$ cat src/design/dop_pkg.sv
// Shared types and constants for the DHCP option parser.
`default_nettype none
package dop_pkg;

	typedef enum logic [1:0] {
		PH_CODE,
		PH_LEN,
		PH_VALUE,
		PH_DONE
	} phase_t;

	// Record kinds on the output.
	localparam logic [3:0] KIND_MASK     = 4'd0;
	localparam logic [3:0] KIND_GATEWAY  = 4'd1;
	localparam logic [3:0] KIND_NSERVER  = 4'd2;
	localparam logic [3:0] KIND_HOSTCHAR = 4'd3;
	localparam logic [3:0] KIND_DOMCHAR  = 4'd4;
	localparam logic [3:0] KIND_LEASE    = 4'd5;
	localparam logic [3:0] KIND_MSGTYPE  = 4'd6;
	localparam logic [3:0] KIND_SERVER   = 4'd7;
	localparam logic [3:0] KIND_RENEWAL  = 4'd8;
	localparam logic [3:0] KIND_REBIND   = 4'd9;
	localparam logic [3:0] KIND_END      = 4'd10;

	// Option codes.
	localparam logic [7:0] OPT_PAD      = 8'd0;
	localparam logic [7:0] OPT_MASK     = 8'd1;
	localparam logic [7:0] OPT_GATEWAY  = 8'd3;
	localparam logic [7:0] OPT_NSERVER  = 8'd6;
	localparam logic [7:0] OPT_HOSTNAME = 8'd12;
	localparam logic [7:0] OPT_DOMAIN   = 8'd15;
	localparam logic [7:0] OPT_LEASE    = 8'd51;
	localparam logic [7:0] OPT_MSGTYPE  = 8'd53;
	localparam logic [7:0] OPT_SERVER   = 8'd54;
	localparam logic [7:0] OPT_RENEWAL  = 8'd58;
	localparam logic [7:0] OPT_REBIND   = 8'd59;
	localparam logic [7:0] OPT_END      = 8'd255;

	localparam logic [31:0] TIME_SAT = 32'h0000_FFFF;

	// Output queue geometry.
	localparam int QDepth = 4;
	localparam int QAw    = 2;

	typedef struct packed {
		logic [3:0]  kind;
		logic [31:0] value;
		logic        inf;
		logic        saw;
	} rec_t;

	typedef struct packed {
		logic [1:0] cnt;
		rec_t       r0;
		rec_t       r1;
	} push_t;

endpackage
`default_nettype wire

$ cat src/design/dop_fifo.sv
// Output queue of parsed records, taking up to two records per cycle.
`default_nettype none
module dop_fifo (
	input  wire logic          clk,
	input  wire logic          arst_n,
	input  wire dop_pkg::push_t push,
	input  wire logic          pop,
	output dop_pkg::rec_t      head,
	output logic               not_empty,
	output logic               room2
);

	dop_pkg::rec_t mem_q [dop_pkg::QDepth];
	logic [dop_pkg::QAw-1:0] wr_ptr_q;
	logic [dop_pkg::QAw-1:0] rd_ptr_q;
	logic [dop_pkg::QAw:0]   count_q;
	logic [dop_pkg::QAw-1:0] wr_next;
	logic                    do_pop;

	assign not_empty = (count_q != '0);
	assign room2     = (count_q <= (dop_pkg::QAw+1)'(dop_pkg::QDepth - 2));
	assign head      = mem_q[rd_ptr_q];
	assign do_pop    = pop && not_empty;
	assign wr_next   = wr_ptr_q + 1'b1;

	always_ff @(posedge clk) begin
		if (push.cnt != 2'd0) begin
			mem_q[wr_ptr_q] <= push.r0;
		end
		if (push.cnt == 2'd2) begin
			mem_q[wr_next] <= push.r1;
		end
	end

	always_ff @(posedge clk or negedge arst_n) begin
		if (!arst_n) begin
			wr_ptr_q <= '0;
			rd_ptr_q <= '0;
			count_q  <= '0;
		end else begin
			wr_ptr_q <= wr_ptr_q + dop_pkg::QAw'(push.cnt);
			if (do_pop) begin
				rd_ptr_q <= rd_ptr_q + 1'b1;
			end
			count_q <= count_q + (dop_pkg::QAw+1)'(push.cnt)
				- (dop_pkg::QAw+1)'(do_pop);
		end
	end

endmodule
`default_nettype wire

$ cat src/design/dhcp_option_parser.sv
// Top level of the DHCP vendor-option parser: option walker and output queue.
//
// The parser takes the option area of a BOOTP/DHCP reply, the bytes after the
// magic cookie, one word per cycle, with last_byte set on the final byte. It
// walks the code, length and value records, skips pad bytes, and emits records
// for the subnet mask, every gateway and name-server address, every host-name
// and domain character, the message type, a nonzero server identifier and the
// lease, renewal and rebind times (all ones is reported as infinite with value
// 0; other times saturate at 65535 seconds). Every message ends with one end
// record that tells whether a message-type option was present, after which the
// parser is back in its reset state for the next message. Each accepted byte is
// fully handled in the cycle in which it is taken: the parser state registers
// update at that edge and any records go into a four-entry output queue. An
// input word is accepted every cycle as long as the queue has room for two
// records, so the sustained rate is one byte per cycle; only the final byte of
// a message can yield two records, which drain one per cycle while out_ready is high.
`default_nettype none
module dhcp_option_parser (
	input  wire logic        clk,
	input  wire logic        arst_n,
	input  wire logic        in_valid,
	output logic             in_ready,
	input  wire logic [7:0]  option_byte,
	input  wire logic        last_byte,
	output logic             out_valid,
	input  wire logic        out_ready,
	output logic [3:0]       record_kind,
	output logic [31:0]      record_value,
	output logic             is_infinite,
	output logic             saw_message_type
);

	// Parser state.
	dop_pkg::phase_t phase_q, phase_d;
	logic [7:0]  code_q, code_d;
	logic [7:0]  left_q, left_d;
	logic [1:0]  grp_q, grp_d;
	logic [31:0] acc_q, acc_d;
	logic        mts_q, mts_d;
	logic        ok_q, ok_d;

	logic            accept;
	logic            room2;
	dop_pkg::push_t  push;
	dop_pkg::rec_t   head;
	dop_pkg::rec_t   data_rec;
	logic            data_v;
	logic            ended_here;
	logic            end_v;
	dop_pkg::rec_t   end_rec;

	assign in_ready = room2;
	assign accept   = in_valid && in_ready;

	always_ff @(posedge clk or negedge arst_n) begin
		if (!arst_n) begin
			phase_q <= dop_pkg::PH_CODE;
			code_q  <= '0;
			left_q  <= '0;
			grp_q   <= '0;
			acc_q   <= '0;
			mts_q   <= 1'b0;
			ok_q    <= 1'b0;
		end else if (accept) begin
			phase_q <= phase_d;
			code_q  <= code_d;
			left_q  <= left_d;
			grp_q   <= grp_d;
			acc_q   <= acc_d;
			mts_q   <= mts_d;
			ok_q    <= ok_d;
		end
	end

	// Next state and the records caused by the current input word.
	always_comb begin
		phase_d    = phase_q;
		code_d     = code_q;
		left_d     = left_q;
		grp_d      = grp_q;
		acc_d      = acc_q;
		mts_d      = mts_q;
		ok_d       = ok_q;
		data_v     = 1'b0;
		data_rec   = '0;
		ended_here = 1'b0;

		case (phase_q)
			dop_pkg::PH_CODE: begin
				if (option_byte == dop_pkg::OPT_PAD) begin
					phase_d = dop_pkg::PH_CODE;
				end else if (option_byte == dop_pkg::OPT_END) begin
					data_v        = 1'b1;
					data_rec.kind = dop_pkg::KIND_END;
					data_rec.saw  = mts_q;
					ended_here    = 1'b1;
					phase_d       = dop_pkg::PH_DONE;
				end else begin
					code_d = option_byte;
					if (option_byte == dop_pkg::OPT_MSGTYPE) begin
						mts_d = 1'b1;
					end
					phase_d = dop_pkg::PH_LEN;
				end
			end
			dop_pkg::PH_LEN: begin
				left_d = option_byte;
				grp_d  = '0;
				acc_d  = '0;
				case (code_q)
					dop_pkg::OPT_MASK:    ok_d = (option_byte >= 8'd4);
					dop_pkg::OPT_MSGTYPE: ok_d = (option_byte != 8'd0);
					dop_pkg::OPT_LEASE,
					dop_pkg::OPT_SERVER,
					dop_pkg::OPT_RENEWAL,
					dop_pkg::OPT_REBIND:  ok_d = (option_byte == 8'd4);
					default:              ok_d = 1'b0;
				endcase
				phase_d = (option_byte != 8'd0) ? dop_pkg::PH_VALUE : dop_pkg::PH_CODE;
			end
			dop_pkg::PH_VALUE: begin
				acc_d  = {acc_q[23:0], option_byte};
				grp_d  = grp_q + 2'd1;
				left_d = left_q - 8'd1;
				if (code_q == dop_pkg::OPT_HOSTNAME) begin
					data_v         = 1'b1;
					data_rec.kind  = dop_pkg::KIND_HOSTCHAR;
					data_rec.value = {24'd0, option_byte};
				end else if (code_q == dop_pkg::OPT_DOMAIN) begin
					data_v         = 1'b1;
					data_rec.kind  = dop_pkg::KIND_DOMCHAR;
					data_rec.value = {24'd0, option_byte};
				end else if (code_q == dop_pkg::OPT_MSGTYPE && ok_q) begin
					data_v         = 1'b1;
					data_rec.kind  = dop_pkg::KIND_MSGTYPE;
					data_rec.value = {24'd0, option_byte};
					ok_d           = 1'b0;
				end else if (grp_d == 2'd0) begin
					// A four-byte group has just completed.
					data_rec.value = acc_d;
					case (code_q)
						dop_pkg::OPT_MASK: begin
							data_v        = ok_q;
							data_rec.kind = dop_pkg::KIND_MASK;
							ok_d          = 1'b0;
						end
						dop_pkg::OPT_GATEWAY: begin
							data_v        = 1'b1;
							data_rec.kind = dop_pkg::KIND_GATEWAY;
						end
						dop_pkg::OPT_NSERVER: begin
							data_v        = 1'b1;
							data_rec.kind = dop_pkg::KIND_NSERVER;
						end
						dop_pkg::OPT_SERVER: begin
							data_v        = ok_q && (acc_d != 32'd0);
							data_rec.kind = dop_pkg::KIND_SERVER;
							ok_d          = 1'b0;
						end
						dop_pkg::OPT_LEASE,
						dop_pkg::OPT_RENEWAL,
						dop_pkg::OPT_REBIND: begin
							data_v = ok_q;
							ok_d   = 1'b0;
							case (code_q)
								dop_pkg::OPT_LEASE:   data_rec.kind = dop_pkg::KIND_LEASE;
								dop_pkg::OPT_RENEWAL: data_rec.kind = dop_pkg::KIND_RENEWAL;
								default:              data_rec.kind = dop_pkg::KIND_REBIND;
							endcase
							// All ones means an infinite lease; otherwise saturate.
							if (acc_d == 32'hFFFF_FFFF) begin
								data_rec.value = '0;
								data_rec.inf   = 1'b1;
							end else if (acc_d > dop_pkg::TIME_SAT) begin
								data_rec.value = dop_pkg::TIME_SAT;
							end
						end
						default: begin
							data_v = 1'b0;
						end
					endcase
				end
				if (left_d == 8'd0) begin
					phase_d = dop_pkg::PH_CODE;
				end
			end
			default: begin
				// After the end code the rest of the message is ignored.
				phase_d = dop_pkg::PH_DONE;
			end
		endcase

		// The last byte closes the message unless the end code already did so,
		// and the parser returns to its reset state.
		end_v = last_byte && !ended_here && (phase_d != dop_pkg::PH_DONE);
		end_rec      = '0;
		end_rec.kind = dop_pkg::KIND_END;
		end_rec.saw  = mts_d;
		if (last_byte) begin
			phase_d = dop_pkg::PH_CODE;
			code_d  = '0;
			left_d  = '0;
			grp_d   = '0;
			acc_d   = '0;
			mts_d   = 1'b0;
			ok_d    = 1'b0;
		end
	end

	// Pack the records of this word for the queue, data record first.
	always_comb begin
		push    = '0;
		push.r1 = end_rec;
		if (accept) begin
			if (data_v) begin
				push.r0  = data_rec;
				push.cnt = end_v ? 2'd2 : 2'd1;
			end else begin
				push.r0  = end_rec;
				push.cnt = end_v ? 2'd1 : 2'd0;
			end
		end
	end

	dop_fifo u_queue (
		.clk       (clk),
		.arst_n    (arst_n),
		.push      (push),
		.pop       (out_ready),
		.head      (head),
		.not_empty (out_valid),
		.room2     (room2)
	);

	assign record_kind      = head.kind;
	assign record_value     = head.value;
	assign is_infinite      = head.inf;
	assign saw_message_type = head.saw;

endmodule
`default_nettype wire

$ cat config.mk
export PLATFORM = sky130hd
export DESIGN_NAME = dhcp_option_parser
export DESIGN_NICKNAME = d
export VERILOG_FILES = /design/src/design/dop_pkg.sv /design/src/design/dop_fifo.sv /design/src/design/dhcp_option_parser.sv
export SDC_FILE = /design/constraint.sdc
export NUM_CORES = 1
export LEC_CHECK = 0
export BUFFER_PORTS_ARGS = -buffer_cell sky130_fd_sc_hd__buf_4
export CORE_MARGIN = 4
export CORE_UTILIZATION = 40
export DETAILED_ROUTE_END_ITERATION = 12
export PLACE_DENSITY = 0.56
export RECOVER_POWER = 25
export SLEW_MARGIN = 10
export SYNTH_ARGS = -nofsm -noshare
export SYNTH_HDL_FRONTEND = slang
export SYNTH_SLANG_ARGS = --single-unit
$ cat constraint.sdc
create_clock -name clk -period 10.6 [get_ports clk]
set_clock_uncertainty 0.15 [all_clocks]
set_input_delay 0 -clock clk [delete_from_list [all_inputs] [get_ports clk]]
set_output_delay 0 -clock clk [all_outputs]
set_load 0.01 [all_outputs]
Yosys cells after proc, flatten, opt, wreduce, memory -nomap -nowiden
Memories as Yosys holds them, arrays and structs flattened.
Cells that the tools add are included.
- memories kept: 1
- output and inout port bits: 40
- bits in writable memories: 152
- bits in registers: 53
- equality and inequality tests: 24
- add/subtract/negate cells: 7
- order comparisons: 3
- reductions and logical operators: 25
- mux-type cells: 66
- memory list (name ; depth ; bits a word ; rd ports ; clocked after memory_dff ; write ports ; line ; source):
    u_queue.mem_q ; 4 ; 38 ; 1 ; 0 ; 2 ; dop_fifo.sv:13 ; dop_pkg::rec_t mem_q [dop_pkg::QDepth];
- operators by type and width (cell ; number):
    2-to-1 mux 36 bit ; 3
    2-to-1 mux 40 bit ; 2
    2-to-1 mux 33 bit ; 2
    2-to-1 mux 32 bit ; 2
    == test 8 x 6 -> 1 bit, second input constant ; 6
    case mux 24 bit (2 select lines) ; 1
    2-to-1 mux 8 bit ; 5
    2-to-1 mux 37 bit ; 1
    == test 32 bit, second input constant ; 1
    greater-than comparator 32 x 16 -> 1 bit, second input constant ; 1
    nonzero test 32 bit ; 1
    2-to-1 mux 1 bit ; 30
    2-to-1 mux 24 bit ; 1
    == test 8 x 3 -> 1 bit, second input constant ; 2
    == test 8 x 4 -> 1 bit, second input constant ; 2
    logical NOT 8 bit ; 2
    case mux 4 bit (2 select lines) ; 2
    case mux 4 bit (4 select lines) ; 1
    case mux 8 bit (2 select lines) ; 1
    2-to-1 mux 2 bit ; 7
    == test 8 x 1 -> 1 bit, second input constant ; 1
    == test 8 x 2 -> 1 bit, second input constant ; 1
    == test 8 bit, second input constant ; 1
    >= comparator 8 x 3 -> 1 bit, second input constant ; 1
    other kinds (29) ; 48

Logic depth before layout (Yosys ltp)
- depth after elaboration: 14
- depth in mapped cells: 14
- gate-level depth less buffers: 12

Cells and area by module
Synthesis repeated with hierarchy kept, for this count alone.
- cells, all modules: 787
- area, all modules: 11013.1 µm²
- by module, submodules not included (module ; area each (µm²) ; cells an instance ; instances):
    dop_fifo ; 7877.6 ; 408 ; 1
    dhcp_option_parser ; 3135.5 ; 379 ; 1

Worst setup path after synthesis
No wires, ideal clock.
- path type: reg-to-reg
- from: reg code_q[3]
- to: mem u_queue.mem_q[0][2] in the netlist's numbering
- arrival: 3.702 ns
- data required time: 10.363 ns
- library setup time: 0.087 ns
- cell stages (with the launch flop): 15
- path slack: 6.660 ns
- cells stage by stage: dfrtp_1 > buf_6 > or4b_4 > nor4_4 > a211oi_2 > a31o_2 > a21oi_1 > ha_1 > or2_2 > nand3_1 > a211o_1 > clkbuf_1 > clkbuf_1 > nand2_1 > o31ai_1
- RTL lines (item ; line ; source):
    start, declared ; dhcp_option_parser.sv:35 ; logic [7:0] code_q, code_d;
    start signal, assigned ; dhcp_option_parser.sv:66 ; code_q <= code_d;
    end, declared ; dop_fifo.sv:13 ;

==> results by group <==
Clock tree
  – Clock latency on the worst-skew pair: 0.51 ns
  – CTS max path bufs: 3
  – Clock-pin slew reported for the worst setup and hold paths after clock tree synthesis: 0.06 ns
  – Buffers inserted during post-CTS setup optimization: 0
  – Number of sinks handled by clock tree synthesis: 205
  – Count of hold buffers inserted by post-cts repair: 15
  – H-tree depth: 1
  – CTS root buf: sky130_fd_sc_hd__clkbuf_16
  – Cts repair resizes: 0
  – CTS buffer count: 24
  – TritonCTS clock tree: yes

Detailed routing
  – Total number of vias: 7,484
  – Number of DRC violations after detailed routing: 0
  – Routed WL per cell: 20.5 um
  – Remaining antenna violation count after routing: 0
  – Pre-Repair DR Iteration Count: 6
  – Routed via count divided by cell count: 5.94
  – Initial drt markers: 656
  – Total wire length after detailed routing: 25,800 um

STA
  – Worst slew slack as a fraction of its limit: -144%
  – Worst hold slack after final layout: 0.210 ns
  – Max Clock Freq: 198 MHz
  – Final-report max-slew violation count: 95
  – Final setup slack of the worst path: 5.56 ns
  – RSZ-0062 raised after global routing: no
  – Final critical path time including I/O delays and setup: 5.04 ns
  – Number of hold-slack violations in the final timing report: 0
  – Final setup fails: 0
  – Sum of negative setup slack: 0 ns
  – Least-Margin Pin Slew: 3.66 ns
  – Crit share post-route: 47.6%

Synth
  – Predominant post-synthesis flop cell: sky130_fd_sc_hd__dfxtp_1
  – Number of unique standard cell types used by synthesis: 69
  – Post-synthesis instance total: 897
  – Avg Cell Area, Syn: 10.4 sq um
  – Post-synth net total: 919
  – Count of state elements after synthesis: 205
  – Portion of synthesized cell area occupied by the leading cell type: 31.8%
  – Register area share after synthesis: 47.3%
  – Async S/R FF share, synth: 25.9%
  – Number of synthesized flops with an enable pin: 4
  – Post-synthesis instance area: 9310 sq um
  – Total of warnings raised by yosys: 0
  – Post-synth top area cell: sky130_fd_sc_hd__dfxtp_1
  – Top post-synthesis cells by area: sky130_fd_sc_hd__dfxtp_1 (32%), sky130_fd_sc_hd__dfrtp_1 (14%), sky130_fd_sc_hd__mux4_2 (9.2%)

Layout
  – Total inserted antenna cells: 0
  – Proportion of layout cells with a drive suffix above 1: 22.0%
  – Post-route design area: 10,900 sq um
  – Count of nets after finishing: 952
  – Area growth, synth to finish: 16.9%
  – Utilization after layout: 47.8%
  – Commonest cells after routing, fill and taps aside: sky130_fd_sc_hd__dfxtp_1 (148), sky130_fd_sc_hd__nand2_1 (98), sky130_fd_sc_hd__o21ai_0 (65), sky130_fd_sc_hd__buf_4 (62), sky130_fd_sc_hd__dfrtp_1 (51)
  – Most common cell after layout, fill and taps aside: sky130_fd_sc_hd__dfxtp_1
  – Number of standard cells in the final layout excluding fillers: 1,259
  – FILL cells: 2,154

Power and ir drop
  – Max rail drop VDD: 0.116 mV
  – Total power: 2.42 mW
  – LEAKAGE: 4.36 nW
  – Power density over cell area: 222 nW/um^2

Outcome
  – Violations in the final reports: capacitance limit, slew limit
  – Result of the run: finished, violations left

Worst setup path
  – Required @ worst endpoint: 10.82 ns
  – Cells along the critical path: or4bb_1 -> nor3_1 -> a211oi_2 -> a31o_2 -> a21oi_1 -> ha_1 -> or2_2 -> nand3_1 -> a211o_1 -> buf_4 -> inv_1 -> a2bb2oi_1
  – Worst Setup Path Type: register to register
  – Slowest Stage Delay on Critical Path: 0.61 ns
  – Worst-path maximum fanout: 21
  – Critical path's slowest cell: sky130_fd_sc_hd__a211o_1
  – Crit path launch type: register
  – Endpoint kind of the worst setup timing path: register
  – Arrival time at the worst endpoint: 5.26 ns

Global route
  – Remaining global-route overflow: 0
  – First-pass GRT wire length: 42,500 um
  – Number of global-route vias before repair: 7,354
  – Number of antenna violations at the first check in global routing: 0
  – Total Routing Usage GR: 19.9%
  – Maximum number of pins on one net before global-route repair: 65

Floorplanning
  – Die outline area: 25,800 sq um
  – Die Y: 161 um
  – Starting density of the core: 40.9%
  – Standard cell core area: 22,800 sq um
  – Die Width: 161 um
  – Row count: 55
  – I/O Pins: 53

Run
  – Max Cap Viol: 2

Placement
  – I/O Buffers: 52
  – Place WS: 5.64 ns
  – Post-Place Cells: 1,202
  – Area post-placement: 9920 sq um
  – Placer's final routability congestion estimate: 0.913
  – HPWL Detailed: 16,300 um

Worst hold path
  – Worst min-delay path category: primary input to register
## final timing paths
| kind | slack [ns] | startpoint | cells after the start | to |
|---|---|---|---|---|
| max | 5.56 | code_q[3] | 12 | u_queue.mem_q[0][35] |
| min | 0.21 | option_byte[2] | 3 | acc_q[2] |
| max reg2reg | 5.56 | code_q[3] | 12 | u_queue.mem_q[0][35] |
| min reg2reg | 0.30 | u_queue.mem_q[1][4] | 2 | u_queue.mem_q[1][4] |
| max in group asynchronous | 6.95 | arst_n | 4 | u_queue.rd_ptr_q[0] |
| min in group asynchronous | 1.47 | arst_n | 4 | left_q[1] |
## power breakdown
| group | switching, mW | total (mW) | internal, mW |
|---|---|---|---|
| registers | 0.142 | 0.982 | 0.841 |
| clock network | 0.326 | 0.863 | 0.537 |
| logic | 0.333 | 0.570 | 0.237 |
| total | 0.801 | 2.42 | 1.61 |
## logic make-up after synthesis
kind of cell	Yosys count	synth area share, %
flip-flops	205	47.3
AO/OA/AOI/OAI	259	21.9
adder cells (fa/ha/maj)	9	1.29
buffers and inverters	97	4.58
AND/OR/NAND/NOR	277	14.5
XOR/XNOR	10	0.940
multiplexers	40	9.42
## layout make-up
| cell class | instances | area (sq um) | area share [%] |
|---|---|---|---|
| clock buffer | 32 | 702 | 6.45 |
| timing repair buffer | 82 | 632 | 5.80 |
| multi-input combinational | 595 | 4530 | 41.6 |
| sequential | 205 | 4410 | 40.5 |
| clock inverter | 10 | 140 | 1.29 |
| tap | 313 | 392 | 3.60 |
| inverter | 22 | 82.6 | 0.759 |
## critical path, delay by kind of cell (launching register included)
kind / cells / cell delay (ns)
buf+inv: 2 / 0.50
fa+ha+maj: 1 / 0.40
compound gates: 5 / 1.65
flops: 1 / 0.48
simple gates: 4 / 1.70
## per-layer routing
layer,track usage [%],vias up,wire length (um)
met4,3.36,0,355
li1,-,3512,-
met2,31.8,203,11900
met5,0,-,0
met3,2.28,29,1280
met1,29.6,3740,12200
## state kept, by name, indices dropped and copies added (netlist names)
signal            flops
mts_q                 1
phase_q               2
acc_q                24
u_queue.mem_q       152
ok_q                  1
u_queue.rd_ptr_q      2
code_q                8
grp_q                 2
u_queue.count_q       3
u_queue.wr_ptr_q      2
left_q                8
## synthesized netlist by cell type (all sizes together), types with 4 or more instances
master  count
a32oi       4
a32o       65
dfxtp     148
nand4       9
a21oi      20
a211oi      5
nor2       42
nand2      98
buf        18
nor4       17
o21ai      65
and3        4
o31ai      34
nand3      46
edfxtp      4
dfrtp      53
xor2        4
and2        6
ha          8
xnor2       6
mux4       38
inv        22
a31oi       5
clkbuf     57
or3         8
nand2b     12
a22o       33
nor3       22
Note: power is estimated with default switching activity, not from simulation.
